==> src/rtl/assert_macros.svh <==
// Assertion macros for the RTL files.
`ifndef ASSERT_MACROS_SVH
`define ASSERT_MACROS_SVH
// Property that must hold at every rising clock edge outside reset.
`define ASSERT_AT(label, clk, rst, prop, msg) \
   label: assert property (@(posedge clk) disable iff (rst) prop) else $error(msg);
// Property whose consequent must hold in the cycle after its antecedent.
`define ASSERT_NEXT(label, clk, rst, ante, cons, msg) \
   label: assert property (@(posedge clk) disable iff (rst) (ante) |=> (cons)) else $error(msg);
`endif

==> src/rtl/mfau_pkg.sv <==
// Shared constants and types of the mixed fraction arithmetic unit.
`timescale 1ns / 1ps
`default_nettype none
package mfau_pkg;
   localparam int OPERAND_WIDTH_DEFAULT = 16;
   localparam int RES_WIDTH = 48;
   localparam int DEN_WIDTH = 47;

   localparam logic [1:0] MODE_ADD = 2'd0;
   localparam logic [1:0] MODE_SUB = 2'd1;
   localparam logic [1:0] MODE_MUL = 2'd2;
   localparam logic [1:0] MODE_DIV = 2'd3;

   typedef enum logic [3:0] {
      ST_IDLE,
      ST_SETUP,
      ST_MUL,
      ST_COMB,
      ST_DIV,
      ST_GCD,
      ST_GSHIFT,
      ST_RED,
      ST_DONE
   } state_type;
endpackage
`default_nettype wire

==> src/rtl/mixed_fraction_arithmetic_unit.sv <==
// Mixed number add, subtract, multiply and divide with gcd reduction, bit-serial datapath.
// The run time is set by the bit-serial multiply loop, the restoring divider (one quotient bit a
// cycle, used twice) and the binary gcd loop with its restore of the shared factors of two; a zero
// denominator goes from setup straight to done, a zero divisor from the combine step to done.
// Requests are accepted only in the idle state, so one operation runs at a time; the done state
// holds the result until the previous response has been taken.
// Reset is synchronous and active high; it clears the sequencer and the response valid flag.
`timescale 1ns / 1ps
`default_nettype none
`include "assert_macros.svh"
module mixed_fraction_arithmetic_unit #(
   parameter int OPERAND_WIDTH = mfau_pkg::OPERAND_WIDTH_DEFAULT
) (
   input  wire logic clock,
   input  wire logic reset,
   input  wire logic req_tvalid,
   output logic      req_tready,
   // x_whole, x_num, x_denom, y_whole, y_num, y_denom from bit 0 up, zero padded
   input  wire logic [((6*OPERAND_WIDTH-2+7)/8)*8-1:0] req_tdata,
   // mode
   input  wire logic [1:0] req_tuser,
   output logic      rsp_tvalid,
   input  wire logic rsp_tready,
   // res_whole, res_num, res_denom from bit 0 up, zero padded
   output logic [143:0] rsp_tdata,
   // error
   output logic      rsp_tuser
);
   localparam int W  = OPERAND_WIDTH;
   localparam int XW = 2*W+1;
   localparam int NW = 4*W+1;
   localparam int DW = 3*W;
   localparam int CW = $clog2(NW);
   localparam int KW = $clog2(DW+1);
   localparam int EW = (NW > 49) ? NW : 49;
   localparam int RW = mfau_pkg::RES_WIDTH;
   localparam int FW = mfau_pkg::DEN_WIDTH;
   localparam logic [EW-1:0] LIM = EW'(1) << FW;

   mfau_pkg::state_type state_ff, state_in;

   logic [1:0] mode_ff, mode_in;
   logic err_ff, err_in;
   logic neg_ff, neg_in;
   logic [W-2:0] xd_ff, xd_in, yd_ff, yd_in;
   logic signed [XW-1:0] xv_ff, xv_in, yv_ff, yv_in;
   logic signed [NW-1:0] ma_ff, ma_in, mb_ff, mb_in, pa_ff, pa_in, pb_ff, pb_in;
   logic [XW-1:0] ra_ff, ra_in, rb_ff, rb_in;
   logic [CW-1:0] cnt_ff, cnt_in;
   logic [NW-1:0] quo_ff, quo_in, bq_ff, bq_in, qs_ff, qs_in;
   logic [DW-1:0] rem_ff, rem_in, brem_ff, brem_in, dv_ff, dv_in;
   logic [DW-1:0] ga_ff, ga_in, gb_ff, gb_in, g_ff, g_in;
   logic [KW-1:0] k_ff, k_in;
   logic rsp_valid_ff, rsp_valid_in, rsp_err_ff, rsp_err_in;
   logic [143:0] rsp_data_ff, rsp_data_in;

   // Request fields.
   logic signed [W-1:0] in_xw, in_xn, in_yw, in_yn;
   logic [W-2:0] in_xd, in_yd;
   assign in_xw = req_tdata[W-1:0];
   assign in_xn = req_tdata[2*W-1:W];
   assign in_xd = req_tdata[3*W-2:2*W];
   assign in_yw = req_tdata[4*W-2:3*W-1];
   assign in_yn = req_tdata[5*W-2:4*W-1];
   assign in_yd = req_tdata[6*W-3:5*W-1];

   // Improper numerators: d*w, with the fraction subtracted for a negative whole part.
   logic signed [XW-1:0] xd_s, xw_s, xn_s, yd_s, yw_s, yn_s, x_val, y_val;
   always_comb begin
      xd_s = $signed(XW'({1'b0, in_xd}));
      yd_s = $signed(XW'({1'b0, in_yd}));
      xw_s = XW'(in_xw);
      xn_s = XW'(in_xn);
      yw_s = XW'(in_yw);
      yn_s = XW'(in_yn);
      x_val = XW'(xd_s * xw_s) + ((xw_s < 0) ? -xn_s : xn_s);
      y_val = XW'(yd_s * yw_s) + ((yw_s < 0) ? -yn_s : yn_s);
   end

   // Restoring divider shared by the quotient pass and the reduction pass.
   logic [DW-1:0] dsr, ra_next, rb_next;
   logic [DW:0] ta, tb, tda, tdb;
   logic gea, geb;
   logic [NW-1:0] qa_next, qb_next;
   always_comb begin
      dsr = (state_ff == mfau_pkg::ST_DIV) ? dv_ff : g_ff;
      ta = {rem_ff, quo_ff[NW-1]};
      tb = {brem_ff, bq_ff[NW-1]};
      tda = ta - {1'b0, dsr};
      tdb = tb - {1'b0, dsr};
      gea = ta >= {1'b0, dsr};
      geb = tb >= {1'b0, dsr};
      ra_next = gea ? tda[DW-1:0] : ta[DW-1:0];
      rb_next = geb ? tdb[DW-1:0] : tb[DW-1:0];
      qa_next = {quo_ff[NW-2:0], gea};
      qb_next = {bq_ff[NW-2:0], geb};
   end

   // Combine step values.
   logic signed [NW-1:0] sum_v, diff_v, nval, pbmag;
   logic [2*W-3:0] dprod;
   always_comb begin
      sum_v = pa_ff + pb_ff;
      diff_v = pa_ff - pb_ff;
      pbmag = (pb_ff < 0) ? -pb_ff : pb_ff;
      dprod = (2*W-2)'(xd_ff) * (2*W-2)'(yd_ff);
   end

   // Result formatting.
   logic [EW-1:0] qext, dext, nume, lim;
   logic [RW-1:0] q48, n48;
   logic ovf;
   always_comb begin
      qext = EW'(qs_ff);
      dext = EW'(bq_ff);
      nume = EW'(quo_ff);
      lim = neg_ff ? LIM : LIM - EW'(1);
      ovf = (qext > lim) || (dext >= LIM);
      q48 = qext[RW-1:0];
      n48 = nume[RW-1:0];
   end

   always_comb begin
      state_in = state_ff;
      mode_in = mode_ff;
      err_in = err_ff;
      neg_in = neg_ff;
      xd_in = xd_ff;
      yd_in = yd_ff;
      xv_in = xv_ff;
      yv_in = yv_ff;
      ma_in = ma_ff;
      mb_in = mb_ff;
      pa_in = pa_ff;
      pb_in = pb_ff;
      ra_in = ra_ff;
      rb_in = rb_ff;
      cnt_in = cnt_ff;
      quo_in = quo_ff;
      bq_in = bq_ff;
      qs_in = qs_ff;
      rem_in = rem_ff;
      brem_in = brem_ff;
      dv_in = dv_ff;
      ga_in = ga_ff;
      gb_in = gb_ff;
      g_in = g_ff;
      k_in = k_ff;
      nval = pa_ff;
      rsp_data_in = rsp_data_ff;
      rsp_err_in = rsp_err_ff;
      rsp_valid_in = rsp_valid_ff && !rsp_tready;
      req_tready = (state_ff == mfau_pkg::ST_IDLE);

      unique case (state_ff)
         mfau_pkg::ST_IDLE: begin
            if (req_tvalid) begin
               mode_in = req_tuser;
               xd_in = in_xd;
               yd_in = in_yd;
               xv_in = x_val;
               yv_in = y_val;
               err_in = (in_xd == '0) || (in_yd == '0);
               state_in = mfau_pkg::ST_SETUP;
            end
         end
         mfau_pkg::ST_SETUP: begin
            pa_in = '0;
            pb_in = '0;
            cnt_in = '0;
            if (mode_ff == mfau_pkg::MODE_MUL) begin
               ma_in = (xv_ff < 0) ? NW'(-xv_ff) : NW'(xv_ff);
               ra_in = (yv_ff < 0) ? XW'(-yv_ff) : XW'(yv_ff);
               mb_in = '0;
               rb_in = '0;
            end else begin
               // Cross products X*yd and Y*xd serve add, subtract and divide alike.
               ma_in = NW'(xv_ff);
               ra_in = XW'(yd_ff);
               mb_in = NW'(yv_ff);
               rb_in = XW'(xd_ff);
            end
            state_in = err_ff ? mfau_pkg::ST_DONE : mfau_pkg::ST_MUL;
         end
         mfau_pkg::ST_MUL: begin
            if (ra_ff[0]) pa_in = pa_ff + ma_ff;
            if (rb_ff[0]) pb_in = pb_ff + mb_ff;
            ma_in = ma_ff <<< 1;
            mb_in = mb_ff <<< 1;
            ra_in = ra_ff >> 1;
            rb_in = rb_ff >> 1;
            cnt_in = cnt_ff + CW'(1);
            if (cnt_ff == CW'(XW-1)) state_in = mfau_pkg::ST_COMB;
         end
         mfau_pkg::ST_COMB: begin
            dv_in = DW'(dprod);
            unique case (mode_ff)
               mfau_pkg::MODE_ADD: begin
                  nval = sum_v;
                  neg_in = sum_v < 0;
               end
               mfau_pkg::MODE_SUB: begin
                  nval = diff_v;
                  neg_in = diff_v < 0;
               end
               mfau_pkg::MODE_MUL: begin
                  nval = pa_ff;
                  neg_in = (xv_ff < 0) != (yv_ff < 0);
               end
               default: begin
                  nval = pa_ff;
                  neg_in = (pa_ff < 0) != (pb_ff < 0);
                  dv_in = pbmag[DW-1:0];
               end
            endcase
            quo_in = (nval < 0) ? NW'(-nval) : NW'(nval);
            rem_in = '0;
            cnt_in = '0;
            if (mode_ff == mfau_pkg::MODE_DIV && pb_ff == '0) begin
               err_in = 1'b1;
               state_in = mfau_pkg::ST_DONE;
            end else begin
               state_in = mfau_pkg::ST_DIV;
            end
         end
         mfau_pkg::ST_DIV: begin
            quo_in = qa_next;
            rem_in = ra_next;
            cnt_in = cnt_ff + CW'(1);
            if (cnt_ff == CW'(NW-1)) begin
               qs_in = qa_next;
               ga_in = dv_ff;
               gb_in = ra_next;
               k_in = '0;
               state_in = mfau_pkg::ST_GCD;
            end
         end
         mfau_pkg::ST_GCD: begin
            // Binary gcd: common factors of two are counted in k and restored later.
            if (ga_ff == '0) begin
               g_in = gb_ff;
               state_in = mfau_pkg::ST_GSHIFT;
            end else if (gb_ff == '0) begin
               g_in = ga_ff;
               state_in = mfau_pkg::ST_GSHIFT;
            end else if (!ga_ff[0] && !gb_ff[0]) begin
               ga_in = ga_ff >> 1;
               gb_in = gb_ff >> 1;
               k_in = k_ff + KW'(1);
            end else if (!ga_ff[0]) begin
               ga_in = ga_ff >> 1;
            end else if (!gb_ff[0]) begin
               gb_in = gb_ff >> 1;
            end else if (ga_ff >= gb_ff) begin
               ga_in = ga_ff - gb_ff;
            end else begin
               gb_in = gb_ff - ga_ff;
            end
         end
         mfau_pkg::ST_GSHIFT: begin
            if (k_ff == '0) begin
               quo_in = NW'(rem_ff);
               rem_in = '0;
               bq_in = NW'(dv_ff);
               brem_in = '0;
               cnt_in = '0;
               state_in = mfau_pkg::ST_RED;
            end else begin
               g_in = g_ff << 1;
               k_in = k_ff - KW'(1);
            end
         end
         mfau_pkg::ST_RED: begin
            quo_in = qa_next;
            rem_in = ra_next;
            bq_in = qb_next;
            brem_in = rb_next;
            cnt_in = cnt_ff + CW'(1);
            if (cnt_ff == CW'(NW-1)) state_in = mfau_pkg::ST_DONE;
         end
         mfau_pkg::ST_DONE: begin
            if (!rsp_valid_ff || rsp_tready) begin
               rsp_valid_in = 1'b1;
               if (err_ff || ovf) begin
                  rsp_err_in = 1'b1;
                  rsp_data_in = {1'b0, FW'(1), RW'(0), RW'(0)};
               end else begin
                  rsp_err_in = 1'b0;
                  rsp_data_in = {1'b0, dext[FW-1:0],
                                 (qs_ff == '0 && neg_ff) ? -n48 : n48,
                                 neg_ff ? -q48 : q48};
               end
               state_in = mfau_pkg::ST_IDLE;
            end
         end
         default: state_in = mfau_pkg::ST_IDLE;
      endcase
   end

   always_ff @(posedge clock) begin
      if (reset) begin
         state_ff <= mfau_pkg::ST_IDLE;
         rsp_valid_ff <= 1'b0;
      end else begin
         state_ff <= state_in;
         rsp_valid_ff <= rsp_valid_in;
      end
   end

   always_ff @(posedge clock) begin
      mode_ff <= mode_in;
      err_ff <= err_in;
      neg_ff <= neg_in;
      xd_ff <= xd_in;
      yd_ff <= yd_in;
      xv_ff <= xv_in;
      yv_ff <= yv_in;
      ma_ff <= ma_in;
      mb_ff <= mb_in;
      pa_ff <= pa_in;
      pb_ff <= pb_in;
      ra_ff <= ra_in;
      rb_ff <= rb_in;
      cnt_ff <= cnt_in;
      quo_ff <= quo_in;
      bq_ff <= bq_in;
      qs_ff <= qs_in;
      rem_ff <= rem_in;
      brem_ff <= brem_in;
      dv_ff <= dv_in;
      ga_ff <= ga_in;
      gb_ff <= gb_in;
      g_ff <= g_in;
      k_ff <= k_in;
      rsp_data_ff <= rsp_data_in;
      rsp_err_ff <= rsp_err_in;
   end

   assign rsp_tvalid = rsp_valid_ff;
   assign rsp_tdata = rsp_data_ff;
   assign rsp_tuser = rsp_err_ff;

   `ASSERT_AT(a_err_result, clock, reset, rsp_tvalid && rsp_tuser |-> rsp_tdata[95:0] == '0 && rsp_tdata[142:96] == 47'd1, "error result is not zero over one")
   `ASSERT_AT(a_denom_nz, clock, reset, rsp_tvalid && !rsp_tuser |-> rsp_tdata[142:96] != '0, "zero denominator in a valid result")
   `ASSERT_AT(a_divisor_nz, clock, reset, state_ff == mfau_pkg::ST_DIV |-> dv_ff != '0, "divide pass started with a zero divisor")
   `ASSERT_NEXT(a_busy, clock, reset, req_tvalid && req_tready, state_ff != mfau_pkg::ST_IDLE, "request transfer did not start the sequencer")
endmodule
`default_nettype wire
==> config.mk <==
export PLATFORM = sky130hd
export DESIGN_NAME = mixed_fraction_arithmetic_unit
export DESIGN_NICKNAME = d
export VERILOG_FILES = /design/src/rtl/mfau_pkg.sv /design/src/rtl/mixed_fraction_arithmetic_unit.sv
export VERILOG_INCLUDE_DIRS = /design/src /design/src/rtl
export SDC_FILE = /design/constraint.sdc
export NUM_CORES = 2
export LEC_CHECK = 0
export ABC_CLOCK_PERIOD_IN_PS = 9700
export BUFFER_PORTS_ARGS = -buffer_cell sky130_fd_sc_hd__buf_2
export CAP_MARGIN = 10
export CORE_UTILIZATION = 55
export DETAILED_ROUTE_END_ITERATION = 10
export MAX_ROUTING_LAYER = met4
export PLACE_DENSITY = 0.74
export REMOVE_ABC_BUFFERS = 1
export SLEW_MARGIN = 20
export SYNTH_ARGS = -nofsm -noshare
export SYNTH_HDL_FRONTEND = slang
export SYNTH_SLANG_ARGS = --single-unit
==> constraint.sdc <==
create_clock -name clock -period 9.7 [get_ports clock]
set_input_delay 0.485 -clock clock [delete_from_list [all_inputs] [get_ports clock]]
set_output_delay 0.485 -clock clock [all_outputs]
set_load 0.01 [all_outputs]
==> results.md <==
* Status: finished, final reports clean
* Hold Path Class: primary input to flip-flop
* DP HPWL at 244.4 mm
* Die X-Extent at 430.0 um
* P&R area growth vs syn at 7.066%
* Unique cell type count in the Yosys netlist at 106
* Starting Density at 55.56%
* Syn. warnings at 0
* Top-area cell type share of the netlist area at 31.24%
* Clock Latency Late Sink at 800 ps
* Initial DRC Count at 8102
* Max-Cap Viols at 0
* CORE AREA at 0.1813 sq mm
* EDFF count, synth at 1048
* Initial antenna violation count at 8
* Count leader, synth: nand2_1
* WL/cell at 23.47 um
* Slew @ Worst Pin at 1245 ps
* CP Data Required Time at 10160 ps
* All-layer global routing usage at 34.56%
* Top cells by count, synth: nand2_1, inv_1, edfxtp_1
* Top post-synthesis cells by area: edfxtp_1, fa_1, ha_1
* RSZ-0062 raised after global routing: no
* Register area share after synthesis at 31.34%
* Period minus WS final at 7682 ps
* Via density at 6.239
* Vias in the first global route at 81600
* CP startpoint kind: flip-flop
* Fin Clk Skew at 53.75 ps
* H-tree depth at 3
* CTS Buffer Depth at 3
* Die Area at 0.1849 sq mm
* DRT Wirelength at 316.6 mm
* Drc violations at 0
* Syn_area_per_cell at 9.094 sq um
* GRT overflow at 0
* Ys async rst share at 0%
* Port bufs at 245
* CTS clock-pin slew for the worst setup and hold paths at 60 ps
* Post-route ant nets at 0
* Fin. Hold Viols at 0
* Die Height at 430.0 um
* Setup CP Type: flip-flop to flip-flop
* TritonCTS buffer count at 112
* First-pass iteration count of the detailed router at 6
* Crit-path max FO at 48
* Primary FF master, synth: edfxtp_1
* Ports at 249
* Largest net degree at the start of global routing at 183
* Final Cycle Share at 79.19%
* Max Slew Vio Count at 0
* CP endpoint kind: flip-flop
* Number of buffers inserted by post-CTS setup repair at 0
* Final Util at 59.49%
* Fmax at 130.2 MHz
* Layout cells sized above 1 at 5.667%
* Netlist area before placement at 0.1007 sq mm
* Final GP Congestion at 1.019
* First-pass GRT wire length at 481.3 mm
* Seq cells post-synth at 1053
* CP arrival at 8140 ps
* Mapped Cells at 11080
* Max_slew headroom at 16.46%
* TritonCTS clock tree: built
* Root buffer cell: clkbuf_16
* Clk sinks at 1053
* Site row count at 156
* Via count at 84180
* Finish-stage setup viols at 0
* Synth area leader: edfxtp_1
* Final Net Count at 12570
-- logic make-up (layout without fill, tap and decap cells) --
family,count (synthesis),after routing,synth area share [%]
simple gates,3489,3489,16.51
fa+ha+maj,1447,1447,22.44
flops,1053,1053,31.34
other cells,1,7,0.003722
mux,126,126,1.259
buf+inv,1650,1689,6.185
xor+xnor,685,685,5.955
compound gates,2627,2627,16.31
-- sequential cells by signal, summed over array words and instances, names as in the netlist, 65 cells and up --
signal     flops
bq_ff         65
ma_ff         65
mb_ff         65
nume          65
pa_ff         65
pb_ff         65
qext          65
rsp_tdata    143
-- worst max-delay path: stages, from the launching register on --
cell	delay [ps]
dfxtp_1	460
nand2b_1	340
nor3_2	200
buf_4	600
mux2i_1	480
ha_1	370
a21o_1	200
a21oi_1	140
nor2_1	60
a211oi_1	420
a21oi_1	170
o21ai_0	860
a21oi_1	190
o31ai_1	510
o311ai_0	230
o211ai_1	220
o21a_1	210
o21ba_2	140
buf_4	390
buf_4	520
mux2i_1	340
a21oi_1	130
-- final cells by class --
type	instances	area (sq um)
fill	15680	73460
multi-input combinational	8375	63170
sequential	1053	31570
inverter	1162	4364
tap	2370	2965
clock buffer	127	2859
timing repair buffer	315	1829
clock inverter	85	1089
antenna	6	15.01
-- through the flow --
step / setup slack [ps] / instances / hold slack (ps) / TNS [ps] / cell area, sq um
floorplan: -2197 / 10590 / 426.2 / -314660 / 98880
global placement: 2259 / 13270 / 428.0 / 0 / 103800
detailed placement: 2169 / 13270 / 434.4 / 0 / 103800
CTS: 2103 / 13490 / 73.72 / 0 / 107800
global route: 1571 / 13490 / 116.7 / 0 / 107900
finish: 2018 / 13490 / 109.1 / 0 / 107900
-- timing repair --
item | 4_1_cts | 5_1_grt
hold endpoints to repair | 8 | 0
gates resized for setup | 0 | 0
setup endpoints to repair | 0 | 0
hold buffers | 6 | 0
-- final timing paths --
path,start,end,slack (ps),cells past startpoint
hold reg to reg,nume[49]$_DFFE_PP_,qext[50]$_DFFE_PP_,450,0
setup / recovery,state_ff[2]$_SDFFE_PP0P_,gb_ff[9]$_DFFE_PP_,2020,21
setup reg to reg,state_ff[2]$_SDFFE_PP0P_,gb_ff[9]$_DFFE_PP_,2020,21
hold / removal,req_tdata[63],yv_ff[0]$_DFFE_PP_,110,2
-- cell usage in the layout (no fill, tap or decap), types with 310 or more instances in the layout --
| cell | n |
|---|---|
| a21oi_1 | 762 |
| nor2_1 | 882 |
| ha_1 | 847 |
| xor2_1 | 310 |
| nand2_1 | 1166 |
| o21ai_0 | 719 |
| edfxtp_1 | 1048 |
| fa_1 | 600 |
| inv_1 | 1157 |
| xnor2_1 | 373 |
| and2_1 | 436 |
-- per-layer routing --
metal | part of all wire (%) | vias up | global-route usage [%] | routed length [um]
met3 | 7.5 | 748 | 4.391 | 23600
met4 | 5.6 | 0 | 17.18 | 17610
li1 | - | 38330 | - | -
met5 | 0 | - | - | 0
met1 | 41 | 41330 | 43.99 | 128800
met2 | 46 | 3774 | 54.49 | 146600
Power is not shown: default switching activity piles up to over one toggle a cycle in this logic, so the estimate is an artifact.
